### src/rtl/reaction_dependency_scan_defines.svh
// Assertion macros for the reaction dependency scan RTL, used by rds_seq.
// Expects clk_i and rst_ni in the scope where a macro is used.
`ifndef REACTION_DEPENDENCY_SCAN_DEFINES_SVH
`define REACTION_DEPENDENCY_SCAN_DEFINES_SVH

// Plain property, checked at every clock edge outside reset.
`define RDS_ASSERT(name, prop, msg) \
  name: assert property (@(posedge clk_i) disable iff (!rst_ni) (prop)) else $error(msg);

// Same-cycle implication.
`define RDS_ASSERT_IMPL(name, ante, cons, msg) \
  name: assert property (@(posedge clk_i) disable iff (!rst_ni) (ante) |-> (cons)) else $error(msg);

// Next-cycle implication.
`define RDS_ASSERT_NEXT(name, ante, cons, msg) \
  name: assert property (@(posedge clk_i) disable iff (!rst_ni) (ante) |=> (cons)) else $error(msg);

`endif

### src/rtl/rds_table.sv
// Reaction table: one row per reaction, one write port, one read port with
// registered, enabled read data. Depends on nothing but its parameters.
module rds_table #(
  parameter int unsigned MAX_REACTIONS = 64,
  parameter int unsigned ROW_W         = 68
) (
  input  logic                             clk_i,
  input  logic                             wr_en_i,
  input  logic [$clog2(MAX_REACTIONS)-1:0] wr_addr_i,
  input  logic [ROW_W-1:0]                 wr_row_i,
  input  logic                             rd_en_i,
  input  logic [$clog2(MAX_REACTIONS)-1:0] rd_addr_i,
  output logic [ROW_W-1:0]                 rd_row_o
);

  logic [ROW_W-1:0] mem [MAX_REACTIONS];
  logic [ROW_W-1:0] rd_row_q;

  always_ff @(posedge clk_i) begin
    if (wr_en_i) begin
      mem[wr_addr_i] <= wr_row_i;
    end
  end

  // Hold read data while the scan is stalled.
  always_ff @(posedge clk_i) begin
    if (rd_en_i) begin
      rd_row_q <= mem[rd_addr_i];
    end
  end

  assign rd_row_o = rd_row_q;

endmodule

### config.mk
export PLATFORM = sky130hd
export DESIGN_NAME = rds_table
export DESIGN_NICKNAME = d
export VERILOG_FILES = /design/src/rtl/reaction_dependency_scan_defines.svh /design/src/rtl/rds_table.sv
export SDC_FILE = /design/constraint.sdc
export NUM_CORES = 2
export LEC_CHECK = 0
export BUFFER_PORTS_ARGS = -buffer_cell sky130_fd_sc_hd__buf_2
export CORE_UTILIZATION = 35
export CTS_CLUSTER_DIAMETER = 100
export DETAILED_ROUTE_END_ITERATION = 10
export PLACE_DENSITY = 0.6
export SLEW_MARGIN = 40
export SYNTH_ARGS = -nofsm -noshare
export SYNTH_HDL_FRONTEND = slang
export SYNTH_MEMORY_MAX_BITS = 65536
export SYNTH_SLANG_ARGS = --single-unit
### constraint.sdc
create_clock -name clk_i -period 17.3 [get_ports clk_i]
set_clock_uncertainty 0.05 [all_clocks]
set_input_delay 5.19 -clock clk_i [delete_from_list [all_inputs] [get_ports clk_i]]
set_output_delay 5.19 -clock clk_i [all_outputs]
set_load 0.05 [all_outputs]
After elaboration in Yosys (flattened, before gate mapping). Memories as Yosys holds them, arrays and structs flattened. A register that Yosys moved wholly into a read port is not among the register bits. Index checks and enable logic that the tools add are counted.

Memories kept: 1. Logic and storage cells: 3. Input bits: 83. Bits in registers: 0. Output and inout bits: 68. Bits in writable memories: 4352.

Mux-type cells: 2.

Memory list: mem (words 64, width 68, rd ports 1, clocked after memory_dff 1, write ports 1, line rds_table.sv:16) `logic [ROW_W-1:0] mem [MAX_REACTIONS];`.

Operators with widths (number): 2-to-1 mux 1 bit (2).

Logic depth before layout (Yosys ltp).
Word-level depth: 2. Depth in mapped cells: 10. Depth with buffers taken out: 5.

Worst setup path after synthesis. OpenSTA, ideal clock, no wires.

Path kind: input to register. Start: in wr_addr_i[3]. End: mem mem[48][0] (enable). Arrival: 10.304 ns. Setup time: 0.577 ns. Setup slack: 6.369 ns. Required time: 16.673 ns. Stages on the path: 4. Path buffers: 1. Path through: clkbuf_1 -> nor2b_1 -> nand4b_1 -> nor3_1.

RTL lines: start: declaration (line rds_table.sv:9) `input logic [$clog2(MAX_REACTIONS)-1:0] wr_addr_i,`; end: declaration (line rds_table.sv:16).

Straight into the memory's write port.

==> metrics.md <==
| Metric | Value |
|---|---|
| Status | `finished clean` |
| RSZ-0062 raised after global routing | `false` |
| Post-CTS Setup Bufs | `0` |
| Place WS | `7910 ps` |
| Post-synthesis cell area | `roughly 170000 um^2` |
| CORE AREA | `~470000 um^2` |
| Buffer depth of the longest clock path | `4` |
| H-tree Lvls | `5` |
| Fmax | `between 100 and 150 MHz` |
| FF+latch area | `approximately 130000 um^2` |
| Fill count | `just over 40000` |
| Worst-path clk slew | `roughly 60 ps` |
| HPWL Detailed | `roughly 260 mm` |
| Post-route ant nets | `0` |
| Mean Syn Cell Area | `23.5 um^2` |
| Critical path required time | `approximately 18000 ps` |
| #FFs+latches synth | `between 4000 and 5000` |
| Mapped Cells | `~7000` |
| Distinct cell type count after synthesis | `34` |
| CTS resizes | `0` |
| CTS tree | `yes` |
| Cell taking the most area after synthesis | `edfxtp_1` |
| Switching Fraction | `21.4%` |
| Placed Area | `176000 um^2` |
| Util after Layout | `between 40% and 50%` |
| # setup viols final | `0` |
| Combinational power share | `under 10%` |
| LEAKAGE | `between 50 and 60 nW` |
| Skew-Pair Late Insertion Delay | `slightly above 1000 ps` |
| Grt ovf | `0` |
| Via count of the first global-routing pass | `81600` |
| Crit Path Max Fanout | `100` |
| Drt via density | `between 5 and 6` |
| Min Tclk post-route | `just under 9000 ps` |
| Startpoint Class | `input port` |
| Slew @ Worst Pin | `between 900 and 1000 ps` |
| Nets | `around 7600` |
| Share of power burned in registers | `53.8%` |
| Post-synth top area share | `roughly four fifths` |
| Final Slew Violations | `0` |
| Final Cell Area | `between 150000 and 200000 um^2` |
| Setup crit end kind | `flip-flop` |
| Max transition margin | `between 30% and 40%` |
| IO Port Bufs | `150` |
| Die width | `roughly 690 um` |
| WS Path Type | `input port to flip-flop` |
| WP data arrival | `around 9400 ps` |
| Area Growth Syn to Fin | `14.3%` |
| Switch Pwr | `~4.7 mW` |
| Clk sinks | `roughly 4400` |
| Min-Delay Path Class | `flip-flop to flip-flop` |
| Setup TNS Final | `0 ps` |
| TritonCTS buffer count | `421` |
| Initial antenna violation count | `71` |
| Syn nets | `7160` |
| Multi-input gate area | `31900 um^2` |
| Final period util | `about half` |
| YS warnings | `0` |
| Routed wire length | `488 mm` |
| Total internal power | `roughly 17 mW` |
| Ranking of synthesized cells by area | `edfxtp_1 (80%), mux4_2 (14%), o22ai_1 (1.4%)` |
| Die area | `approximately 480000 um^2` |
| I/O pin cnt | `around 150` |
| First-pass GRT wire length | `669 mm` |
| Final hold vios | `0` |
| IR drop worst, VDD | `between 0.09 and 0.1 mV` |
| GPL Wtd Cong | `0.781` |
| Routed len/inst | `approximately 35 um` |
| Row cnt | `between 200 and 300` |
| Global Route Usage Sum | `20.0%` |
| Die height | `approximately 690 um` |
| Starting Density | `a little over a third` |
| MaxCap Viol Count | `0` |
| Total power | `about 22 mW` |
| Via count | `around 80000` |
| TritonRoute pass-1 iters | `8` |
| Setup WS post-layout | `between 8000 and 9000 ps` |
| Hold-fix buffer count after cts | `0` |
| PwrDens | `between 100 and 150 nW/um^2` |
| Share of cells above drive strength 1 | `around 27%` |
| Clock power frac | `approximately two fifths` |
| Largest net degree at the start of global routing | `132` |
| Clk root buf | `clkbuf_16` |
| Drt initial violations | `12700` |
| Seq/Total Area, Yosys | `79.9%` |
| DRC viols | `0` |
kinds of logic (layout without fill, tap and decap cells):
kind of cell           after synthesis  in the layout  synth area share [%]
buffers and inverters              414           1182                  1.33
DFF                               4420           4420                  79.9
AOI/OAI and AO/OA                  669            669                  2.77
muxes                             1161           1161                  14.8
other                                0             19                     0
and+or+nand+nor                    413            413                  1.29
synth_stat cells:
master	instances
and2_1	3
o22a_1	56
a211oi_1	108
clkbuf_1	185
or2_2	5
buf_2	83
or3_1	1
mux4_2	1031
nand3b_1	2
buf_4	68
inv_1	1
nand4_1	2
buf_6	39
a21oi_1	16
or3b_2	1
and2b_1	1
nor3_1	103
nand3_1	30
o211a_1	12
a31oi_1	12
nand2_1	29
a22oi_1	60
nand4b_1	1
o221ai_1	23
edfxtp_1	4420
o21ai_1	4
mux2i_1	130
buf_1	38
o21ai_0	8
nor2b_1	84
o22ai_1	370
nand2b_1	9
nor2_1	86
nor4_1	56
state kept, by name (all words and copies together) (netlist names):
signal	cells
mem	4352
rd_row_o	68
routing by layer:
metal | part of all wire [%] | track usage (%)
met4 | 2.6 | 5.16
met3 | 11 | 4.39
met1 | 39 | 28.4
met5 | 0.044 | 0
met2 | 47 | 31.3
critical path, cell delays in order:
cell and delay (ps):
buf_8 390, buf_4 740, buf_12 450, or2_2 680, buf_4 480, o22ai_1 170, nor3_1 650, o22a_1 250
through the flow:
step,hold WS [ps],instances
final,793,14100
after global routing,853,14100
after CTS,792,14100
after detailed placement,771,13300
after global placement,771,13300
after floorplan,724,7077
final cells by class:
| type | count | area share [%] |
|---|---|---|
| inverter | 1 | 0.00461 |
| tap | 6223 | 4.10 |
| antenna | 19 | 0.0250 |
| clock buffer | 520 | 5.84 |
| sequential | 4420 | 69.9 |
| multi-input combinational | 2243 | 16.8 |
| timing repair buffer | 414 | 2.03 |
| clock inverter | 247 | 1.32 |
worst paths after layout:
check	end	slack (ps)	cells after the start	from
setup / recovery	rd_row_o[53]$_DFFE_PP_	8650	8	rd_addr_i[1]
hold / removal	rd_row_o[59]$_DFFE_PP_	790	5	mem[1][59]$_DFFE_PP_
setup reg to reg	rd_row_o[30]$_DFFE_PP_	15150	5	mem[44][30]$_DFFE_PP_
hold reg to reg	rd_row_o[59]$_DFFE_PP_	790	5	mem[1][59]$_DFFE_PP_
cells in the final DEF (no fill, tap or decap), types with 16 or more instances in the layout:
master,count
clkinv_1,101
nor2_4,62
nor2b_1,82
mux2i_1,130
nand3_1,28
nor3_1,100
nor4_1,53
buf_6,44
buf_16,18
clkbuf_1,90
bufinv_16,43
clkinv_2,66
nand2_1,20
o221ai_1,23
buf_2,81
a22oi_1,60
a21oi_1,16
nor2_1,22
clkbuf_16,430
edfxtp_1,4420
buf_4,235
buf_12,30
diode_2,19
mux4_2,1031
o22ai_1,370
o22a_1,56
a211oi_1,108
power groups by stage:
stage / Clock [mW] / Sequential, mW / Combinational (mW)
2_1_floorplan: 0 / 12.2 / 0.550
3_5_place_dp: 0 / 12.2 / 1.05
5_1_grt: 9.68 / 11.9 / 1.11
3_3_place_gp: 0 / 12.2 / 1.02
6_report: 9.19 / 11.9 / 1.05
4_1_cts: 9.30 / 11.9 / 1.05
No activity file was read; power rests on OpenSTA's default activity.
