$ cat src/rtl/reaction_dependency_scan_defines.svh
// Assertion macros for the reaction dependency scan RTL, used by rds_seq.
// Expects clk_i and rst_ni in the scope where a macro is used.
`ifndef REACTION_DEPENDENCY_SCAN_DEFINES_SVH
`define REACTION_DEPENDENCY_SCAN_DEFINES_SVH

// Plain property, checked at every clock edge outside reset.
`define RDS_ASSERT(name, prop, msg) \
  name: assert property (@(posedge clk_i) disable iff (!rst_ni) (prop)) else $error(msg);

// Same-cycle implication.
`define RDS_ASSERT_IMPL(name, ante, cons, msg) \
  name: assert property (@(posedge clk_i) disable iff (!rst_ni) (ante) |-> (cons)) else $error(msg);

// Next-cycle implication.
`define RDS_ASSERT_NEXT(name, ante, cons, msg) \
  name: assert property (@(posedge clk_i) disable iff (!rst_ni) (ante) |=> (cons)) else $error(msg);

`endif

$ cat src/rtl/rds_pkg.sv
// Package for the reaction dependency scan: default parameters, fixed port
// widths, command codes, sequencer states and the output word struct. No dependencies.
package rds_pkg;

  localparam int unsigned MaxReactionsDef = 64;
  localparam int unsigned SpeciesBitsDef  = 16;
  localparam int unsigned SlotsPerSideDef = 2;

  localparam int unsigned SlotW      = 6;
  localparam int unsigned SpeciesInW = 16;
  localparam int unsigned SideTotalW = 2;
  localparam int unsigned RegW       = 7;
  localparam int unsigned TotalW     = 7;

  localparam logic [RegW-1:0] CountReset = 7'd64;

  localparam logic CMD_LOAD  = 1'b0;
  localparam logic CMD_QUERY = 1'b1;

  typedef enum logic [2:0] {
    ST_IDLE,
    ST_TOUCH,
    ST_COUNT,
    ST_EMIT,
    ST_NONE
  } rds_state_e;

  // Request from the sequencer to load the output register.
  typedef struct packed {
    logic              load;
    logic [SlotW-1:0]  slot;
    logic [TotalW-1:0] total;
    logic              none;
    logic              last;
  } rds_word_t;

endpackage

$ cat src/rtl/rds_seq.sv
// Scan sequencer: reads the queried row, runs a counting pass and an emitting
// pass over the table. Depends on rds_pkg and the assertion macro header.
`include "reaction_dependency_scan_defines.svh"

module rds_seq
  import rds_pkg::*;
#(
  parameter int unsigned MAX_REACTIONS = 64
) (
  input  logic                               clk_i,
  input  logic                               rst_ni,
  input  logic                               in_valid_i,
  input  logic                               cmd_i,
  input  logic [SlotW-1:0]                   slot_i,
  input  logic                               slot_ok_i,
  input  logic [$clog2(MAX_REACTIONS+1)-1:0] limit_i,
  input  logic                               match_i,
  input  logic                               out_free_i,
  output logic                               busy_o,
  output logic                               rd_en_o,
  output logic [$clog2(MAX_REACTIONS)-1:0]   rd_addr_o,
  output logic                               capture_o,
  output logic                               slot_ok_o,
  output rds_word_t                          req_o
);

  localparam int unsigned IdxW = $clog2(MAX_REACTIONS);
  localparam int unsigned CntW = $clog2(MAX_REACTIONS + 1);

  rds_state_e      state_q, state_d;
  logic [CntW-1:0] scan_q, scan_d;
  logic [CntW-1:0] chk_idx_q, chk_idx_d;
  logic            chk_vld_q, chk_vld_d;
  logic [CntW-1:0] found_q, found_d;
  logic [CntW-1:0] emitted_q, emitted_d;
  logic            slot_ok_q, slot_ok_d;

  logic query_acc;
  logic advance;
  logic issue;
  logic hit;
  logic pass_done;
  logic is_last;

  assign query_acc = in_valid_i && (state_q == ST_IDLE) && (cmd_i == CMD_QUERY);
  assign advance   = (state_q == ST_COUNT) || ((state_q == ST_EMIT) && out_free_i);
  assign issue     = advance && (scan_q < limit_i);
  assign hit       = advance && chk_vld_q && match_i;
  assign pass_done = (scan_q == limit_i) && !chk_vld_q;
  assign is_last   = (emitted_q == found_q - CntW'(1));

  // Next state.
  always_comb begin
    state_d = state_q;
    unique case (state_q)
      ST_IDLE:  if (query_acc) state_d = ST_TOUCH;
      ST_TOUCH: state_d = ST_COUNT;
      ST_COUNT: begin
        if (pass_done) begin
          state_d = (found_q == '0) ? ST_NONE : ST_EMIT;
        end
      end
      ST_EMIT:  if (hit && is_last) state_d = ST_IDLE;
      ST_NONE:  if (out_free_i) state_d = ST_IDLE;
      default:  state_d = ST_IDLE;
    endcase
  end

  // Outputs and scan counters.
  always_comb begin
    scan_d    = scan_q;
    chk_idx_d = chk_idx_q;
    chk_vld_d = chk_vld_q;
    found_d   = found_q;
    emitted_d = emitted_q;
    slot_ok_d = slot_ok_q;
    rd_en_o   = 1'b0;
    rd_addr_o = scan_q[IdxW-1:0];
    capture_o = 1'b0;
    req_o     = '0;
    unique case (state_q)
      ST_IDLE: begin
        if (query_acc) begin
          rd_en_o   = 1'b1;
          rd_addr_o = slot_ok_i ? IdxW'(slot_i) : '0;
          slot_ok_d = slot_ok_i;
        end
      end
      ST_TOUCH: begin
        capture_o = 1'b1;
        scan_d    = '0;
        chk_vld_d = 1'b0;
        found_d   = '0;
        emitted_d = '0;
      end
      ST_COUNT, ST_EMIT: begin
        rd_en_o = issue;
        if (advance) begin
          chk_vld_d = issue;
          chk_idx_d = scan_q;
          if (issue) scan_d = scan_q + CntW'(1);
        end
        if (state_q == ST_COUNT) begin
          if (hit) found_d = found_q + CntW'(1);
          if (pass_done) begin
            scan_d    = '0;
            chk_vld_d = 1'b0;
          end
        end else if (hit) begin
          req_o.load  = 1'b1;
          req_o.slot  = SlotW'(chk_idx_q);
          req_o.total = TotalW'(found_q);
          req_o.none  = 1'b0;
          req_o.last  = is_last;
          emitted_d   = emitted_q + CntW'(1);
        end
      end
      ST_NONE: begin
        if (out_free_i) begin
          req_o.load = 1'b1;
          req_o.none = 1'b1;
          req_o.last = 1'b1;
        end
      end
      default: ;
    endcase
  end

  always_ff @(posedge clk_i or negedge rst_ni) begin
    if (!rst_ni) begin
      state_q   <= ST_IDLE;
      scan_q    <= '0;
      chk_vld_q <= 1'b0;
      found_q   <= '0;
      emitted_q <= '0;
      slot_ok_q <= 1'b0;
    end else begin
      state_q   <= state_d;
      scan_q    <= scan_d;
      chk_vld_q <= chk_vld_d;
      found_q   <= found_d;
      emitted_q <= emitted_d;
      slot_ok_q <= slot_ok_d;
    end
  end

  always_ff @(posedge clk_i) begin
    chk_idx_q <= chk_idx_d;
  end

  assign busy_o    = (state_q != ST_IDLE);
  assign slot_ok_o = slot_ok_q;

  `RDS_ASSERT_IMPL(a_req_when_free, req_o.load, out_free_i, "word pushed into a full output register")
  `RDS_ASSERT_IMPL(a_emit_bounded, state_q == ST_EMIT, emitted_q < found_q, "more words emitted than dependents counted")
  `RDS_ASSERT_IMPL(a_scan_bounded, state_q == ST_COUNT || state_q == ST_EMIT, scan_q <= limit_i, "scan index ran past the table limit")
  `RDS_ASSERT_NEXT(a_last_ends_query, req_o.load && req_o.last, state_q == ST_IDLE, "query still busy after its last word")

endmodule

$ cat config.mk
export PLATFORM = sky130hd
export DESIGN_NAME = rds_seq
export DESIGN_NICKNAME = d
export VERILOG_FILES = /design/src/rtl/rds_pkg.sv /design/src/rtl/rds_seq.sv
export VERILOG_INCLUDE_DIRS = /design/src /design/src/rtl
export SDC_FILE = /design/constraint.sdc
export NUM_CORES = 1
export LEC_CHECK = 0
export BUFFER_PORTS_ARGS = -buffer_cell sky130_fd_sc_hd__buf_4
export CORE_ASPECT_RATIO = 0.5
export CORE_MARGIN = 2
export CORE_UTILIZATION = 49
export DETAILED_ROUTE_END_ITERATION = 10
export PLACE_DENSITY_LB_ADDON = 0.12
export SYNTH_ARGS = -nofsm -noshare
export SYNTH_HDL_FRONTEND = slang
export SYNTH_SLANG_ARGS = --single-unit
$ cat constraint.sdc
create_clock -name clk_i -period 2.35 [get_ports clk_i]
set_input_delay 0.1175 -clock clk_i [delete_from_list [all_inputs] [get_ports clk_i]]
set_output_delay 0.1175 -clock clk_i [all_outputs]
set_load 0.02 [all_outputs]
Word-level counts from Yosys, hierarchy flattened. Cells that the tools add are included. W data, S select, Z words.

Bits in registers: 32. Bits in latches: 0. Bits in writable memories: 0. Bits in read-only memories: 0. Input port bits: 20. Output and inout bits: 26. Logic and storage cells: 79. Memories kept: 0.

Add/subtract/negate cells: 4. Multiply operators: 0. Div/mod/pow operators: 0. Magnitude comparators: 1. Equal/unequal tests: 13. Shift-type cells: 0. Mux-type cells: 34. Bitwise gates (word level): 0. Reductions and logical operators: 20.

Operators by type and width (count): $mux W7 (8); $pmux W7 S2 (3); $mux W16 (2); $add A7 B1 Y7 const B (3); $mux W6 (3); $mux W3 (5); $pmux W3 S5 (1); $eq A7 B7 Y1 (2); $mux W13 (1); $ne A2 B2 Y1 const B (6); $logic_and A1 B1 Y1 (8); $logic_not A7 Y1 (1); $lt A7 B7 Y1 (1); $sub A7 B1 Y7 const B (1); $eq A3 B2 Y1 const B (2); $mux W1 (6); $pmux W1 S2 (3); $reduce_and A3 Y1 (2); $pmux W2 S2 (1); $reduce_and A2 Y1 (2); $reduce_and A4 Y1 (1); $eq A3 B1 Y1 const B (1); $eq A3 B3 Y1 const B (1); $logic_not A3 Y1 (1); other kinds (7) (7).

Logic depth before layout (Yosys ltp).
Word-level depth: 9. Mapped depth: 9. Gate-level depth less buffers: 8.

Least setup slack after synthesis. OpenSTA, ideal clock, no wires.

Kind: register to register. Start: reg scan_q[5]. End: reg scan_q[6]. Setup time: 0.076 ns. Data arrival time: 2.248 ns. Data required time: 2.274 ns. Setup slack: 0.026 ns. Cell stages (with the launch flop): 9. Path buffers: 1. Period minus slack after synthesis: 2.324 ns. Cell sequence: dfrtp_1 ha_1 a21o_1 a2111oi_4 nand2_2 or2_0 clkbuf_2 or4_1 o21ai_1.

Cells in the longest elaborated chain, start to end: 7. Elaborated cells between the ends (all ways): 10. Those cells by class: add/sub (1); order compare (1); eq/ne (1); mux (5); reduce/logical (2).

Ends and longest elaborated chain: from (decl) (RTL line rds_seq.sv:31) `logic [CntW-1:0] scan_q, scan_d;`; from (signal assigned) (RTL line rds_seq.sv:139) `scan_q <= scan_d;`; $lt A7 B7 Y1 (RTL line rds_seq.sv:47) `assign issue = advance && (scan_q < limit_i);`; $logic_and A1 B1 Y1 (RTL line rds_seq.sv:47); $mux W7 (RTL line rds_seq.sv:101) `if (issue) scan_d = scan_q + CntW'(1);`; $mux W7 (RTL line rds_seq.sv:98) `if (advance) begin`; $mux W7 (RTL line rds_seq.sv:105) `if (pass_done) begin`; $mux W7 (*) (RTL line rds_seq.sv:103) `if (state_q == ST_COUNT) begin`; $pmux W7 S2 (*) (RTL line rds_seq.sv:81) `unique case (state_q)`.

Every way passes the cells marked *; elsewhere a longest branch is shown, timed or not. A chain may end at the register's enable or synchronous reset.

Worst setup path after layout.
Start: reg scan_q[4]. End: out rd_en_o.

Cells in the longest elaborated chain, start to end: 3.

Ends and longest elaborated chain: $lt A7 B7 Y1 (RTL line rds_seq.sv:47); $logic_and A1 B1 Y1 (RTL line rds_seq.sv:47); $pmux W1 S2 (RTL line rds_seq.sv:81); to (decl) (RTL line rds_seq.sv:20) `output logic rd_en_o,`.

No other way between the ends.

==> impl_metrics.env <==
export IMPL_status="finished, final reports clean"
export IMPL_fin_nets=337
export IMPL_period_needed_ns=2.24
export IMPL_port_buffers=45
export IMPL_finalClockSkew_ns=0.0121
export IMPL_hpwl_um=3770
export IMPL_worstPathMaxFanout=5
export IMPL_p_total_uw=3110
export IMPL_hold_viol=0
export IMPL_ant_nets=0
export IMPL_synth_top_area_share_pct=29.8
export IMPL_finalMaxSlewViolations=0
export IMPL_dieArea_um2=5030
export IMPL_yosysUniqueCellTypes=43
export IMPL_crit_required_ns=2.23
export IMPL_core_um2=4340
export IMPL_drc_errors=0
export IMPL_syn_inst=254
export IMPL_numCtsBuffers=5
export IMPL_cp_arrival_ns=2.12
export IMPL_netlist_top_cells_count="nand2_1, dfrtp_1, nor2_1, and2_1, inv_1"
export IMPL_syn_cell_area_um2=2180
export IMPL_cts_sinks=32
export IMPL_cts_root_buf="clkbuf_8"
export IMPL_ys_seq_area_share_pct=38.1
export IMPL_p_sw_share_pct=41.4
export IMPL_hp_class="in2reg"
export IMPL_synth_edff_count=6
export IMPL_internal_power_uw=1820
export IMPL_maxCapViolations=0
export IMPL_via_count=1972
export IMPL_dp_cells=354
export IMPL_power_frac_seq_pct=30.9
export IMPL_grt_pass1_vias=1920
export IMPL_gp_congestion=0.822
export IMPL_routedWlPerCell_um=14.4
export IMPL_clockBufferDepth=2
export IMPL_nFillCells=396
export IMPL_grt_pass1_wl_um=8780
export IMPL_cp_start_kind="register"
export IMPL_drive_above_1_share_pct=27.0
export IMPL_worst_r2r_setup_slack_ns=0.24
export IMPL_syn_avg_cell_area_um2=8.59
export IMPL_pwr_share_clk_pct=17.2
export IMPL_yosys_top_cells_area="dfrtp_1, edfxtp_1, ha_1"
export IMPL_antenna_found_initial=0
export IMPL_endpoint_kind="primary output"
export IMPL_p_comb_share_pct=51.9
export IMPL_synth_warnings=0
export IMPL_diodes=0
export IMPL_grt_max_degree=27
export IMPL_syn2layout_area_growth_pct=28.3
export IMPL_ys_ff_latch=32
export IMPL_drt_total_wl_um=5240
export IMPL_p_per_area_nw_per_um2=1110
export IMPL_io_pin_count=46
export IMPL_clk_pin_slew_ns=0.07
export IMPL_rows=17
export IMPL_die_w_um=98.3
export IMPL_dr_pass1_iters=4
export IMPL_fin_cells=364
export IMPL_synth_main_ff_cell="dfrtp_1"
export IMPL_rsz0062_at_grt="true"
export IMPL_worstMarginPinSlew_ns=0.500
export IMPL_drt_iter0_drc=134
export IMPL_slew_limit_headroom_pct=66.6
export IMPL_synth_most_common_cell="nand2_1"
export IMPL_fmax_mhz=446
export IMPL_cts_tree="built"
export IMPL_peakVddDrop_uv=613
export IMPL_grt_overflow=0
export IMPL_leakage_uw=0.00136
export IMPL_viasPerCell=5.42
export IMPL_path_class="reg2out"
export IMPL_setup_viol=0
export IMPL_clkLatencyLatePin_ns=0.29
export IMPL_syn_nets=285
export IMPL_post_synth_top_area_cell="dfrtp_1"
export IMPL_synthArstFlopShare_pct=81.3
export IMPL_finalCritPeriodShare_pct=95.3
export IMPL_start_util_pct=50.3
export IMPL_p_sw_uw=1280
export IMPL_cts_max_level=2
export IMPL_gr_usage_all_layers_pct=22.2
export IMPL_die_h_um=51.2
## layout by cell type (no fill, tap or decap), types with 10 or more instances in the layout
master   instances
xor2_1          11
nand3_1         11
nand2_1         33
inv_1           14
ha_1            10
dfrtp_1         24
nor2_1          25
buf_4           57
and2_1          14
xnor2_1         11
## worst paths after layout
| check | startpoint | to | cells past startpoint |
|---|---|---|---|
| min | slot_ok_i | slot_ok_o | 3 |
| max reg2reg | scan_q[4] | scan_q[6] | 7 |
| max | scan_q[4] | rd_en_o | 8 |
| max in group asynchronous | rst_ni | scan_q[4] | 2 |
| min reg2reg | slot_ok_o | slot_ok_o | 2 |
| min in group asynchronous | rst_ni | state_q[2] | 2 |
## layout make-up
type                            count  area (um^2)  share of cell area (%)
Tap cell                           57         71.3                    2.55
Inverter                           14         52.6                    1.88
Multi-Input combinational cell    194         1280                    45.8
Timing Repair Buffer               59          449                    16.0
Clock inverter                      3         42.5                    1.52
Clock buffer                        5         68.8                    2.46
Sequential cell                    32          833                    29.8
## kinds of logic (layout without fill, tap and decap cells)
kind of cell	after synthesis	in the layout	share of synthesized area, %
flops	32	32	38.1
buf+inv	28	81	5.28
xor+xnor	22	22	8.84
mux	2	2	1.03
compound gates	31	31	10.1
fa+ha+maj	11	11	6.31
simple gates	128	128	30.4
## metal layers
metal / global-route usage (%) / up-vias / routed length [um]
li1: - / 968 / -
met1: 30.2 / 947 / 2440
met2: 36.3 / 53 / 2510
met3: 6.70 / 4 / 266
met4: 3.20 / 0 / 17
met5: 0 / - / 0
## power by group through the flow
| stage | Combinational (uW) | Sequential (uW) | Clock, uW |
|---|---|---|---|
| 2_1_floorplan | 1070 | 895 | 0 |
| 3_3_place_gp | 1490 | 954 | 0 |
| 3_5_place_dp | 1510 | 958 | 0 |
| 4_1_cts | 1560 | 952 | 546 |
| 5_1_grt | 1780 | 991 | 572 |
| 6_report | 1610 | 960 | 535 |
## critical path: stages (launching register included)
cell and delay [ns]:
dfrtp_2 0.45, ha_1 0.20, a21o_1 0.20, a2111oi_4 0.30, nand2_2 0.09, or2_1 0.23, buf_4 0.16, nand2_1 0.08
buf_6 0.12
## per-stage QoR
stage	instance area, um^2	worst slack (ns)	TNS [ns]	util (%)	hold slack, ns
2_1_floorplan	2180	0.0259	0	-	-0.178
3_3_place_gp	2620	0.144	0	60.3	0.0514
3_5_place_dp	2620	0.0752	0	60.3	0.0540
4_1_cts	2760	0.00288	0	63.6	0.0739
5_1_grt	2800	-0.0127	-0.0127	64.5	0.0803
6_report	2800	0.110	0	64.5	0.0716
## sequential cells by signal (all words and copies together) (netlist names)
signal	flops
emitted_q	7
chk_idx_q	6
found_q	7
chk_vld_q	1
state_q	3
scan_q	7
slot_ok_o	1
## timing repair
item / 4_1_cts / 5_1_grt
hold buffers: 1 / 0
setup buffers: 1 / 0
endpoints found under the setup margin: 2 / 2
resized for setup: 2 / 11
cloned: 0 / 0
pin swaps: 2 / 3
hold endpoints to repair: 26 / 0
(Power assumes the default switching activity.)
