### src/rtl/reaction_dependency_scan_defines.svh
// Assertion macros for the reaction dependency scan RTL, used by rds_seq.
// Expects clk_i and rst_ni in the scope where a macro is used.
`ifndef REACTION_DEPENDENCY_SCAN_DEFINES_SVH
`define REACTION_DEPENDENCY_SCAN_DEFINES_SVH

// Plain property, checked at every clock edge outside reset.
`define RDS_ASSERT(name, prop, msg) \
  name: assert property (@(posedge clk_i) disable iff (!rst_ni) (prop)) else $error(msg);

// Same-cycle implication.
`define RDS_ASSERT_IMPL(name, ante, cons, msg) \
  name: assert property (@(posedge clk_i) disable iff (!rst_ni) (ante) |-> (cons)) else $error(msg);

// Next-cycle implication.
`define RDS_ASSERT_NEXT(name, ante, cons, msg) \
  name: assert property (@(posedge clk_i) disable iff (!rst_ni) (ante) |=> (cons)) else $error(msg);

`endif

### src/rtl/rds_match.sv
// Shared compare unit: holds the species touched by the queried reaction and
// checks each scanned row's reactants against them. Depends on row layout only.
module rds_match #(
  parameter int unsigned SPECIES_BITS   = 16,
  parameter int unsigned SLOTS_PER_SIDE = 2
) (
  input  logic                clk_i,
  input  logic                rst_ni,
  input  logic                capture_i,
  input  logic                slot_ok_i,
  input  logic [2*($clog2(SLOTS_PER_SIDE+1)) + 2*SLOTS_PER_SIDE*SPECIES_BITS-1:0] rd_row_i,
  output logic                match_o
);

  localparam int unsigned CntW  = $clog2(SLOTS_PER_SIDE + 1);
  localparam int unsigned Touch = 2 * SLOTS_PER_SIDE;

  logic [SLOTS_PER_SIDE-1:0][SPECIES_BITS-1:0] row_rs;
  logic [SLOTS_PER_SIDE-1:0][SPECIES_BITS-1:0] row_ps;
  logic [CntW-1:0]                             row_rc;
  logic [CntW-1:0]                             row_pc;

  logic [Touch-1:0][SPECIES_BITS-1:0] tch_q, tch_d;
  logic [Touch-1:0]                   tch_vld_q, tch_vld_d;

  assign {row_pc, row_rc, row_ps, row_rs} = rd_row_i;

  // Capture the reactants and products of the queried row.
  always_comb begin
    tch_d     = tch_q;
    tch_vld_d = tch_vld_q;
    if (capture_i) begin
      for (int k = 0; k < SLOTS_PER_SIDE; k++) begin
        tch_d[k]                      = row_rs[k];
        tch_d[SLOTS_PER_SIDE + k]     = row_ps[k];
        tch_vld_d[k]                  = slot_ok_i && (CntW'(k) < row_rc);
        tch_vld_d[SLOTS_PER_SIDE + k] = slot_ok_i && (CntW'(k) < row_pc);
      end
    end
  end

  always_ff @(posedge clk_i or negedge rst_ni) begin
    if (!rst_ni) begin
      tch_vld_q <= '0;
    end else begin
      tch_vld_q <= tch_vld_d;
    end
  end

  always_ff @(posedge clk_i) begin
    tch_q <= tch_d;
  end

  // Any live reactant of the scanned row equal to any touched species.
  always_comb begin
    match_o = 1'b0;
    for (int l = 0; l < SLOTS_PER_SIDE; l++) begin
      for (int m = 0; m < Touch; m++) begin
        if ((CntW'(l) < row_rc) && tch_vld_q[m] && (row_rs[l] == tch_q[m])) begin
          match_o = 1'b1;
        end
      end
    end
  end

endmodule

### config.mk
export PLATFORM = sky130hd
export DESIGN_NAME = rds_match
export DESIGN_NICKNAME = d
export VERILOG_FILES = /design/src/rtl/reaction_dependency_scan_defines.svh /design/src/rtl/rds_match.sv
export SDC_FILE = /design/constraint.sdc
export NUM_CORES = 1
export LEC_CHECK = 0
export BUFFER_PORTS_ARGS = -buffer_cell sky130_fd_sc_hd__buf_4
export CORE_MARGIN = 5
export CORE_UTILIZATION = 55
export DETAILED_ROUTE_END_ITERATION = 10
export MAX_ROUTING_LAYER = met4
export PLACE_DENSITY = 0.9
export REMOVE_ABC_BUFFERS = 1
export SLEW_MARGIN = 25
export SYNTH_ARGS = -nofsm -noshare
export SYNTH_HDL_FRONTEND = slang
export SYNTH_SLANG_ARGS = --single-unit
export TNS_END_PERCENT = 1
### constraint.sdc
create_clock -name clk_i -period 2.02 [get_ports clk_i]
set_clock_uncertainty 0.2 [all_clocks]
set_input_delay 0.404 -clock clk_i [delete_from_list [all_inputs] [get_ports clk_i]]
set_output_delay 0.404 -clock clk_i [all_outputs]
set_load 0.01 [all_outputs]
Word-level counts from Yosys, hierarchy flattened
Index checks and enable logic that the tools add are counted.
{"block": "totals", "reg_bits": 68, "in_bits": 72, "output_inout_bits": 1}
{"block": "classes", "n_lt_le_gt_ge": 4, "eq_ne": 8, "n_mux": 8, "n_reduce_logical": 20}
{"cell": "$eq 16x16->1", "count": 8}
{"cell": "$logic_and 1x1->1", "count": 20}
{"cell": "$lt 1x2->1 const A", "count": 4}
{"cell": "$mux 1", "count": 8}

Longest topological paths before layout
Gate-level depths: netlist of the first run.
{"block": "logic_depth", "depth_word": 11, "depth_mapped": 6}

Worst setup path before layout of the first run
No wires, ideal clock.
{"block": "synth_timing", "kind": "input-to-output", "from": "in rd_row_i[23]", "to": "out match_o", "t_arrival_ns": 1.256, "required_ns": 1.416, "slack_ns": 0.160, "stages": 6, "n_path_buf": 1, "cell_sequence": "buf_2 > xnor2_1 > nand4_1 > nor4_1 > a22oi_1 > nand4_1"}
{"block": "synth_via", "elab_chain_len": 6, "elab_cells_between_ends": 12}
{"element": "start: declaration", "line": "rds_match.sv:11", "rtl": "input logic [2*($clog2(SLOTS_PER_SIDE+1)) + 2*SLOTS_PER_SIDE*SPECIES_BITS-1:0] rd_row_i,"}
{"element": "$eq 16x16->1", "line": "rds_match.sv:59", "rtl": "if ((CntW'(l) < row_rc) && tch_vld_q[m] && (row_rs[l] == tch_q[m])) begin"}
{"element": "$logic_and 1x1->1", "line": "rds_match.sv:59"}
{"element": "$mux 1 (3 in series)", "line": "rds_match.sv:59"}
{"element": "$mux 1 *", "line": "rds_match.sv:59"}
{"element": "end: declaration", "line": "rds_match.sv:12", "rtl": "output logic match_o"}
Every way passes the cells marked *; elsewhere a longest branch is shown, timed or not.

Worst setup path in the final report of the first run
{"block": "layout_timing", "from": "reg tch_q[26] (netlist name)", "to": "out match_o"}
{"block": "layout_via", "elab_chain_len": 9, "elab_cells_between_ends": 11}
{"element": "start: declaration", "line": "rds_match.sv:23", "rtl": "logic [Touch-1:0][SPECIES_BITS-1:0] tch_q, tch_d;"}
{"element": "start signal: assignment", "line": "rds_match.sv:51", "rtl": "tch_q <= tch_d;"}
{"element": "$eq 16x16->1", "line": "rds_match.sv:59"}
{"element": "$logic_and 1x1->1", "line": "rds_match.sv:59"}
{"element": "$mux 1 (4 in series)", "line": "rds_match.sv:59"}
{"element": "$mux 1 * (3 in series)", "line": "rds_match.sv:59"}
Marked as above.

==> impl_summary.txt, run 1 <==
----------------------------------------------------
[Worst setup path]
  Highest cell delay on the worst timing path ... 0.46 ns
  Cells on worst reg2reg path ... 2
  Largest delay contributor family on the critical path ... simple AND/OR/NAND/NOR gates
  End of the worst register-to-register path ... tch_vld_q[2]$_DFFE_PN0P_
  Data arrival time of the critical path ... 1.88 ns
  Reg-to-reg slack, setup ... 1.08 ns
  Most frequent cell on the critical path ... sky130_fd_sc_hd__nand4_1
  Critical path type ... reg -> out
  Worst setup EP type ... output port
  WP data required ... 1.42 ns
  Maximum fanout along the worst path ... 2
  Worst path cell trace ... xnor2_1 > nand4_1 > nor4_1 > a22oi_1 > nand4_1 > buf_4
  Reg-to-Reg Start ... tch_vld_q[2]$_DFFE_PN0P_
  Category of the worst setup path launch point ... register
  Cell at the slowest stage of the critical path ... sky130_fd_sc_hd__edfxtp_1
  Buffers plus inverters on the worst setup path ... 1

[Clock network]
  Clock transition time at the flip-flop clock pins of the worst setup and hold paths ... 0.08 ns
  Clock tree sinks ... 68
  TritonCTS buffer count ... 9
  Source-to-sink clock delay at the later pin of the worst-skew pair ... 0.35 ns
  Buffer levels on the longest clock path ... 2
  Clock H-tree levels ... 3
  Clock root buffer ... sky130_fd_sc_hd__clkbuf_8
  CTS tree ... built

[Yosys]
  Multiplexer fraction of the synthesized cell area ... 0%
  Sequential area share after synthesis ... 54.19%
  Synth Area in XOR/XNOR ... 31.25%
  YS warnings ... 0
  Biggest area consumer among synthesized cells ... sky130_fd_sc_hd__edfxtp_1
  Syn Inst Count ... 283
  Count of unique library cells instantiated by Yosys ... 18
  Simple-gate area share of the yosys netlist ... 8.317%
  Flip-flop and latch count after synthesis ... 68
  Cell Area, Synth ... 3731 µm²
  Portion of synthesized cell area occupied by the leading cell type ... 51.51%
  Adder-cell share of the synthesized area ... 0%
  Cell types with the largest area share after synthesis ... sky130_fd_sc_hd__edfxtp_1 52%, sky130_fd_sc_hd__xnor2_1 23%, sky130_fd_sc_hd__xor2_1 5.6%, sky130_fd_sc_hd__nand4_1 4.2%, sky130_fd_sc_hd__dfrtp_1 2.7%
  Main combinational cell family by area after synthesis ... XOR/XNOR gates
  Synth Area per Inst ... 13.18 µm²
  Compound-gate portion of the synthesized area ... 1.543%

[Die]
  Floorplan row count ... 30
  Height of the die ... 92.37 µm
  Top-level I/O count ... 73
  Starting utilization of the core area ... 55.84%
  Die span in x ... 92.37 µm
  Floorplan die area ... 8531 µm²
  Placeable Area ... 6681 µm²

[Route]
  Met1 WL ... 3.741 mm
  Detailed-route wire length per cell ... 20.06 µm
  Number of nets still failing antenna checks after routing ... 0
  Routed via count divided by cell count ... 5.522
  WL met2 ... 4.755 mm
  Residual DRC count ... 0
  Number of DRC markers in iteration 0 ... 256
  Detailed-route wire length ... 9.366 mm
  Amount of wire on met3 after detailed routing ... 664 µm
  Number of vias after detailed routing ... 2579
  First-pass iteration count of the detailed router ... 6
  Uppermost routed layer ... met4

[Finish]
  Area of all placed cells without fillers ... 4906 µm²
  Diodes inserted ... 0
  Total Nets Final ... 455
  Ratio of cells with drive above 1 in the final layout ... 39.79%
  Filler cell count ... 455
  Utilization after layout ... 73.43%
  Layout overhead on the synthesized area ... 31.49%

[Power and ir drop]
  Cell Pwr Density ... 760.6 nW/µm²
  Power consumption ... 0.003732 W
  LEAKAGE ... 1.839 nW
  Worst supply voltage drop on vdd ... 0.0007040 V

[Global routing]
  Global-route congestion overflow total ... 0
  Antenna violations before repair ... 0
  Number of global-route vias before repair ... 2755
  Global-route wire length before repair ... 14.42 mm
  Pin count of the biggest net entering global routing ... 73
  Global Route Usage Sum ... 23.45%

[STA]
  Portion of the clock cycle consumed by the worst path in the final layout ... 122.9%
  Fin. max-slew vios ... 0
  Count of endpoints failing setup in the final report ... 1
  Smallest hold slack ... 0.01992 ns
  Unrepaired setup endpoints after global routing ... true
  Transition time at the pin with the least slew margin ... 0.3583 ns
  Fmax achieved ... 402.7 MHz
  Smallest setup slack after layout ... -0.4630 ns
  Relative slew margins ... 76.12%
  Endpoints failing hold ... 0
  Post-layout minimum cycle time ... 2.483 ns
  Setup total negative slack ... -0.4630 ns

[Status]
  Violated checks ... setup timing
  Result of the run ... finished with violations

[Placed design]
  RD Place Congestion ... 0.9112
  Post-detail-place hpwl ... 7.031 mm
  Count of port buffers added during placement ... 72
  Cell area after placement ... 4477 µm²

[Min path]
  Hold depth ... 1
  Worst Min Path Start ... rd_row_i[61]
  Class of the most critical hold timing path ... in -> reg
  WHS Endpoint ... tch_q[61]$_DFFE_PP_

[Run]
  MaxCap Viol Count ... 0

----------------------------------------------------
==> report_power, final <==
part	internal, W	switching [W]
Combinational	0.000398	0.000318
Clock	0.000689	0.000542
Sequential	0.00167	0.000112
==> cells in the mapped netlist <==
cell and number:
sky130_fd_sc_hd__nand4_1 25, sky130_fd_sc_hd__o211ai_1 1, sky130_fd_sc_hd__buf_4 2, sky130_fd_sc_hd__inv_1 4
sky130_fd_sc_hd__edfxtp_1 64, sky130_fd_sc_hd__xnor2_1 98, sky130_fd_sc_hd__nor4_1 8, sky130_fd_sc_hd__nand3_1 11
sky130_fd_sc_hd__o21ai_0 4, sky130_fd_sc_hd__xnor2_2 6, sky130_fd_sc_hd__clkbuf_2 3, sky130_fd_sc_hd__nor3_1 8
sky130_fd_sc_hd__or2_4 1, sky130_fd_sc_hd__buf_6 8, sky130_fd_sc_hd__a22oi_1 4, sky130_fd_sc_hd__dfrtp_1 4
sky130_fd_sc_hd__buf_2 8, sky130_fd_sc_hd__xor2_1 24
==> flip-flops by register name (all words and copies together) (netlist names) <==
signal     cells
tch_q         64
tch_vld_q      4
==> per-layer routing <==
| layer | up-vias | track usage, % |
|---|---|---|
| met5 | - | - |
| met4 | 0 | 8.168 |
| met3 | 25 | 5.037 |
| met2 | 128 | 38.97 |
| met1 | 1224 | 28.44 |
| li1 | 1202 | - |
==> final cells by class <==
class / instances / area, µm² / area share (%)
clock buffers: 9 / 123.9 / 2.525
clock inverters: 6 / 90.09 / 1.836
inverters: 4 / 15.01 / 0.3060
multi-input cells: 190 / 1702 / 34.68
flip-flops and latches: 68 / 2022 / 41.21
well taps: 80 / 100.1 / 2.040
repair buffers: 110 / 853.3 / 17.39
==> per-stage QoR <==
step	setup slack, ns	std cells
2_1_floorplan	0.2283	262
3_3_place_gp	-0.2759	446
5_1_grt	-0.5903	467
6_report	-0.4630	467
4_1_cts	-0.4278	466
3_5_place_dp	-0.2620	446
==> worst max-delay path by stage <==
stage	endpoint	slack, ns	depth (start not counted)	startpoint
2_1_floorplan	match_o	0.23	5	tch_q[41]$_DFFE_PP_
3_3_place_gp	match_o	-0.28	7	rd_row_i[24]
3_5_place_dp	match_o	-0.26	7	rd_row_i[25]
4_1_cts	match_o	-0.43	6	tch_q[41]$_DFFE_PP_
5_1_grt	match_o	-0.59	6	tch_q[45]$_DFFE_PP_
6_report	match_o	-0.46	6	tch_q[26]$_DFFE_PP_
==> placed cells by master (no fill, tap or decap) <==
| master | netlist | routed |
|---|---|---|
| sky130_fd_sc_hd__inv_1 | 4 | 4 |
| sky130_fd_sc_hd__clkinv_4 | 0 | 2 |
| sky130_fd_sc_hd__xor2_1 | 24 | 24 |
| sky130_fd_sc_hd__edfxtp_1 | 64 | 64 |
| sky130_fd_sc_hd__a22oi_1 | 4 | 4 |
| sky130_fd_sc_hd__nor4_1 | 8 | 4 |
| sky130_fd_sc_hd__clkbuf_8 | 0 | 9 |
| sky130_fd_sc_hd__buf_4 | 2 | 107 |
| sky130_fd_sc_hd__clkinv_2 | 0 | 1 |
| sky130_fd_sc_hd__dlygate4sd3_1 | 0 | 1 |
| sky130_fd_sc_hd__dfrtp_1 | 4 | 4 |
| sky130_fd_sc_hd__bufinv_16 | 0 | 2 |
| sky130_fd_sc_hd__xnor2_1 | 98 | 79 |
| sky130_fd_sc_hd__nand3_1 | 11 | 11 |
| sky130_fd_sc_hd__clkinvlp_4 | 0 | 1 |
| sky130_fd_sc_hd__o211ai_1 | 1 | 1 |
| sky130_fd_sc_hd__nor3_1 | 8 | 8 |
| sky130_fd_sc_hd__or2_4 | 1 | 1 |
| sky130_fd_sc_hd__xnor2_2 | 6 | 25 |
| sky130_fd_sc_hd__buf_12 | 0 | 2 |
| sky130_fd_sc_hd__nor4_2 | 0 | 4 |
| sky130_fd_sc_hd__nand4_1 | 25 | 25 |
| sky130_fd_sc_hd__o21ai_0 | 4 | 4 |
==> cells by family after synthesis <==
logic type / after synthesis
compound gates: 9
simple gates: 53
flops: 68
buf+inv: 25
xor+xnor: 128
==> repair_timing <==
item                       in CTS  in global routing
buffers inserted                4                  1
resized for setup              16                  7
pin swaps                      11                  6
hold buffers                    1                  0
setup endpoints to repair       1                  1
hold endpoints to repair        4                  0
No activity file was read; power rests on OpenSTA's default activity.
==> inputs of run 2 (changes only) <==
- GPL_TIMING_DRIVEN: not set -> 0
- SETUP_SLACK_MARGIN: not set -> 0.3
==> impl_summary.txt, run 2 (same netlist as run 1, synthesis figures left out) <==
----------------------------------------------------
[Route]
  Detailed-route wire length ... 8.816 mm
  Residual DRC count ... 0
  Detailed-route wire length per cell ... 20.41 µm
  First-pass iteration count of the detailed router ... 4
  Routed via count divided by cell count ... 5.676
  Number of DRC markers in iteration 0 ... 146
  Number of vias after detailed routing ... 2452
  Number of nets still failing antenna checks after routing ... 0

[Finish]
  Non-Filler Instances ... 432
  Diodes inserted ... 0
  Number of flip-flops in the largest register ... 64
  Ratio of cells with drive above 1 in the final layout ... 31.25%
  Layout overhead on the synthesized area ... 22.00%
  Largest register by flop count ... tch_q
  Most used cells in the layout excluding fill and tap cells ... 88 x sky130_fd_sc_hd__xnor2_1, 73 x sky130_fd_sc_hd__buf_4, 64 x sky130_fd_sc_hd__edfxtp_1
  Total Nets Final ... 419
  Top flop regs ... tch_q (64), tch_vld_q (4)
  Most frequent standard cell in the layout excluding fill and tap cells ... sky130_fd_sc_hd__xnor2_1
  Area of all placed cells without fillers ... 4552 µm²

[Placed design]
  Post-detail-place hpwl ... 6.650 mm
  RD Place Congestion ... 0.9505
  Count of port buffers added during placement ... 72
  Setup slack at placement ... -0.3278 ns
  Cell count after placement ... 414
  Cell area after placement ... 4212 µm²

[Clock network]
  Source-to-sink clock delay at the later pin of the worst-skew pair ... 0.35 ns
  Clock transition time at the flip-flop clock pins of the worst setup and hold paths ... 0.07 ns
  CTS tree ... built
  Clock tree sinks ... 68
  Clock root buffer ... sky130_fd_sc_hd__clkbuf_8
  TritonCTS buffer count ... 9
  Buffer levels on the longest clock path ... 2
  Clock H-tree levels ... 3

[STA]
  Smallest setup slack after layout ... -0.5453 ns
  Fmax achieved ... 389.8 MHz
  Unrepaired setup endpoints after global routing ... true
  Transition time at the pin with the least slew margin ... 0.8441 ns
  Relative slew margins ... 43.73%
  Count of endpoints failing setup in the final report ... 1
  Portion of the clock cycle consumed by the worst path in the final layout ... 127.0%
  Fin. max-slew vios ... 0
  Post-layout minimum cycle time ... 2.565 ns
  Endpoints failing hold ... 0

[Worst setup path]
  Most frequent cell on the critical path ... sky130_fd_sc_hd__nand4_1
  Cell at the slowest stage of the critical path ... sky130_fd_sc_hd__edfxtp_1
  Buffers plus inverters on the worst setup path ... 1
  Maximum fanout along the worst path ... 2
  Cells on worst reg2reg path ... 2
  Instance count on the critical path ... 6
  Critical path type ... reg -> out
  Highest cell delay on the worst timing path ... 0.43 ns
  Category of the worst setup path launch point ... register
  WP data required ... 1.42 ns
  Worst setup EP type ... output port
  Worst path cell trace ... xnor2_1 > nand4_1 > nor4_2 > a22oi_1 > nand4_1 > buf_4
  Data arrival time of the critical path ... 1.96 ns
  Largest delay contributor family on the critical path ... simple AND/OR/NAND/NOR gates

[Die]
  Height of the die ... 92.37 µm
  Die span in x ... 92.37 µm
  Placeable Area ... 6681 µm²
  Starting utilization of the core area ... 55.84%
  Floorplan die area ... 8531 µm²
  Floorplan row count ... 30
  Top-level I/O count ... 73

[Status]
  Result of the run ... finished with violations
  Violated checks ... setup timing

[Min path]
  Class of the most critical hold timing path ... in -> reg
  Hold depth ... 1

[Global routing]
  Number of global-route vias before repair ... 2629
  Global-route congestion overflow total ... 0
  Pin count of the biggest net entering global routing ... 73
  Global Route Usage Sum ... 22.34%
  Global-route wire length before repair ... 13.67 mm
  Antenna violations before repair ... 0

[Power and ir drop]
  Worst supply voltage drop on vdd ... 0.0005535 V
  LEAKAGE ... 1.603 nW
  Cell Pwr Density ... 795.9 nW/µm²

[Run]
  MaxCap Viol Count ... 0

----------------------------------------------------
==> run 2: cell count changes in the layout (fill, tap and decap cells not counted), sizes merged <==
cell / before / now
clkinv: 3 / 2
clkinvlp: 1 / 2
buf: 109 / 73
clkbuf: 9 / 10
==> run 2: path summary, 6_finish.rpt <==
check / start / to / slack, ns
min: rd_row_i[41] / tch_q[41]$_DFFE_PP_ / 0.02
min in group asynchronous: rst_ni / tch_vld_q[0]$_DFFE_PN0P_ / 0.19
max reg2reg: tch_vld_q[3]$_DFFE_PN0P_ / tch_vld_q[3]$_DFFE_PN0P_ / 1.05
max in group asynchronous: rst_ni / tch_vld_q[1]$_DFFE_PN0P_ / 1.34
min reg2reg: tch_vld_q[1]$_DFFE_PN0P_ / tch_vld_q[1]$_DFFE_PN0P_ / 0.37
max: tch_q[48]$_DFFE_PP_ / match_o / -0.55
==> run 2: final cells by class <==
type | count | area (µm²)
Clock buffer | 10 | 127.6
Multi-Input combinational cell | 190 | 1640
Clock inverter | 6 | 88.84
Inverter | 4 | 15.01
Sequential cell | 68 | 2022
Timing Repair Buffer | 74 | 558.0
Fill cell | 471 | 2130
Tap cell | 80 | 100.1
==> run 2: timing repair <==
action                     4_1_cts  5_1_grt
hold endpoints to repair         4        0
hold buffers                     1        0
gates resized for setup          9        6
setup endpoints to repair        1        1
buffers inserted                 1        0
pin swaps                       10        3
==> run 2: power by group <==
part,switching [W],internal (W)
clock network,0.000527,0.000695
logic,0.000290,0.000328
registers,0.000110,0.00167
==> run 2: per-stage QoR <==
| stage | total power, W | TNS, ns | hold slack [ns] | util, % |
|---|---|---|---|---|
| floorplan | 0.002086 | 0 | -0.09159 | - |
| global route | 0.003767 | -0.5981 | 0.002119 | 68.13 |
| CTS | 0.003621 | -0.4722 | 0.01219 | 67.49 |
| finish | 0.003623 | -0.5453 | 0.02453 | 68.13 |
| detailed placement | 0.002386 | -0.3278 | 0.001744 | 63.03 |
| global placement | 0.002372 | -0.3725 | -0.00003408 | 63.03 |
==> run 2: worst register-to-register path: cells and delay by family, from the launching register on <==
family,cells,cell delay (ns)
flops,1,0.44
buf+inv,1,0.06
compound gates,1,0.18
==> run 2: per-layer routing <==
metal / global-route usage [%] / vias to the layer above / part of all wire, %
met1: 26.81 / 1198 / 40
li1: - / 1129 / -
met3: 4.874 / 25 / 6.4
met2: 36.56 / 100 / 50
met4: 9.530 / 0 / 3.5
met5: - / - / 0
==> inputs of run 3 (changes only) <==
- CORE_UTILIZATION: 55 -> 30
- PLACE_DENSITY: 0.9 -> 0.6
- clock period: 2.02 -> 2.2 ns (I/O delays scaled with it)
==> impl_summary.txt, run 3 (same netlist as run 1, synthesis figures left out) <==
----------------------------------------------------
[Status]
  Result of the run ... finished with violations
  Violated checks ... setup timing

[Clock network]
  Clock tree sinks ... 68
  Clock root buffer ... sky130_fd_sc_hd__clkbuf_16
  Clock transition time at the flip-flop clock pins of the worst setup and hold paths ... 0.06 ns
  TritonCTS buffer count ... 9
  Source-to-sink clock delay at the later pin of the worst-skew pair ... 0.33 ns
  CTS tree ... built
  Clock H-tree levels ... 3
  Buffer levels on the longest clock path ... 2

[Power and ir drop]
  Clk network pwr share ... 37.1%
  Combinational cell fraction of total power ... 16.2%
  Cell Pwr Density ... 741.6 nW/µm²
  Worst supply voltage drop on vdd ... 0.0005005 V
  Switching power share of the total ... 25.83%
  LEAKAGE ... 1.642 nW
  Cell Int Power ... 0.002598 W
  Fraction of power consumed by sequential logic ... 46.7%
  Net switching power ... 0.0009048 W

[Die]
  Height of the die ... 121.5 µm
  Starting utilization of the core area ... 30.81%
  Floorplan row count ... 40
  Floorplan die area ... 14770 µm²
  Top-level I/O count ... 73
  Placeable Area ... 12110 µm²
  Die span in x ... 121.5 µm

[STA]
  Smallest setup slack after layout ... -0.3421 ns
  Post-layout minimum cycle time ... 2.542 ns
  Relative slew margins ... 39.92%
  Transition time at the pin with the least slew margin ... 0.9012 ns
  Endpoints failing hold ... 0
  Smallest hold slack ... 0.07757 ns
  Setup total negative slack ... -0.3421 ns
  Fin. max-slew vios ... 0
  Unrepaired setup endpoints after global routing ... true
  Count of endpoints failing setup in the final report ... 1
  Fmax achieved ... 393.4 MHz
  Portion of the clock cycle consumed by the worst path in the final layout ... 115.6%

[Run]
  MaxCap Viol Count ... 0

[Finish]
  Area of all placed cells without fillers ... 4723 µm²
  Filler cell count ... 1184
  Top flop regs ... tch_q (64), tch_vld_q (4)
  Number of flip-flops in the largest register ... 64
  Diodes inserted ... 0
  Most frequent standard cell in the layout excluding fill and tap cells ... sky130_fd_sc_hd__xnor2_1
  Total Nets Final ... 422
  Layout overhead on the synthesized area ... 26.59%
  Most used cells in the layout excluding fill and tap cells ... 89 x sky130_fd_sc_hd__xnor2_1, 76 x sky130_fd_sc_hd__buf_4, 64 x sky130_fd_sc_hd__edfxtp_1
  Largest register by flop count ... tch_q
  Utilization after layout ... 39.00%
  Ratio of cells with drive above 1 in the final layout ... 31.27%

[Route]
  First-pass iteration count of the detailed router ... 4
  Number of nets still failing antenna checks after routing ... 0
  Routed via count divided by cell count ... 4.379
  Number of vias after detailed routing ... 2290
  Detailed-route wire length per cell ... 17.98 µm
  Residual DRC count ... 0
  Detailed-route wire length ... 9.406 mm
  Number of DRC markers in iteration 0 ... 129

[Global routing]
  Pin count of the biggest net entering global routing ... 73
  Number of global-route vias before repair ... 2635
  Global Route Usage Sum ... 13.61%
  Antenna violations before repair ... 0
  Met2 Usage GRT ... 20.52%
  Global-route wire length before repair ... 14.26 mm
  Busiest layer in global routing ... met2
  Global-route congestion overflow total ... 0
  Fraction of met3 tracks used by global routing ... 3.823%
  GRT met1 Usage ... 17.49%

[Placed design]
  RD Place Congestion ... 0.8937
  Setup slack at placement ... -0.2670 ns
  Post-detail-place hpwl ... 7.234 mm
  Count of port buffers added during placement ... 72
  Cell area after placement ... 4322 µm²

[Worst setup path]
  Worst setup EP type ... output port
  Critical path type ... reg -> out
  Category of the worst setup path launch point ... register
  Cells on worst reg2reg path ... 2
  WP data required ... 1.56 ns
  Maximum fanout along the worst path ... 2
  Data arrival time of the critical path ... 1.90 ns

[Min path]
  Class of the most critical hold timing path ... in -> reg
  Hold depth ... 1

----------------------------------------------------
-- run 3: cell types whose count changed in the layout (fill, tap and decap cells not counted), moves of 2 or more --
cell / delta
sky130_fd_sc_hd__clkbuf_16: +9
sky130_fd_sc_hd__clkbuf_8: -9
sky130_fd_sc_hd__clkinv_2: +2
sky130_fd_sc_hd__bufinv_16: -2
sky130_fd_sc_hd__buf_4: +3
-- run 3: worst max-delay path: stages (launching register included) --
cell and delay [ns]:
sky130_fd_sc_hd__edfxtp_1 0.45, sky130_fd_sc_hd__xnor2_2 0.21, sky130_fd_sc_hd__nand4_1 0.13, sky130_fd_sc_hd__nor4_2 0.32, sky130_fd_sc_hd__a22oi_1 0.14, sky130_fd_sc_hd__nand4_1 0.15, sky130_fd_sc_hd__buf_4 0.15
-- run 3: final timing paths --
| path | from | to | slack (ns) |
|---|---|---|---|
| max | tch_q[21]$_DFFE_PP_ | match_o | -0.34 |
| min | rd_row_i[41] | tch_q[41]$_DFFE_PP_ | 0.08 |
| max reg2reg | tch_vld_q[3]$_DFFE_PN0P_ | tch_vld_q[3]$_DFFE_PN0P_ | 1.28 |
| min reg2reg | tch_vld_q[1]$_DFFE_PN0P_ | tch_vld_q[1]$_DFFE_PN0P_ | 0.39 |
| max in group asynchronous | rst_ni | tch_vld_q[3]$_DFFE_PN0P_ | 1.45 |
| min in group asynchronous | rst_ni | tch_vld_q[2]$_DFFE_PN0P_ | 0.25 |
-- run 3: power by group through the flow --
stage          sequential, W  clock (W)  combinational [W]
2_1_floorplan        0.00164          0           0.000278
3_3_place_gp         0.00165          0           0.000542
3_5_place_dp         0.00166          0           0.000541
4_1_cts              0.00163    0.00134           0.000563
5_1_grt              0.00165    0.00140           0.000613
6_report             0.00164    0.00130           0.000566
-- run 3: timing repair --
item                                    4_1_cts  5_1_grt
pin swaps                                    12        0
endpoints found under the setup margin        1        1
endpoints found under the hold margin         4        0
hold buffers                                  1        0
resized for setup                             6        7
buffers inserted                              4        0
-- run 3: layout make-up --
cell class / instances / area, µm² / area share [%]
sequential: 68 / 2022 / 42.81
multi-input combinational: 190 / 1627 / 34.44
timing repair buffer: 77 / 580.6 / 12.29
clock buffer: 9 / 225.2 / 4.768
tap: 168 / 210.2 / 4.450
clock inverter: 7 / 43.79 / 0.9272
inverter: 4 / 15.01 / 0.3179
-- run 3: through the flow --
| step | instances | power, W |
|---|---|---|
| global placement | 502 | 0.002197 |
| detailed placement | 502 | 0.002199 |
| floorplan | 262 | 0.001915 |
| finish | 523 | 0.003503 |
| CTS | 523 | 0.003536 |
| global route | 523 | 0.003661 |
-- run 3: per-layer routing --
| layer | wire [µm] | up-vias | share of wire, % |
|---|---|---|---|
| li1 | - | 1130 | - |
| met1 | 4395 | 1073 | 47 |
| met2 | 4388 | 73 | 47 |
| met3 | 414 | 14 | 4.4 |
| met4 | 208 | 0 | 2.2 |
| met5 | 0 | - | 0 |
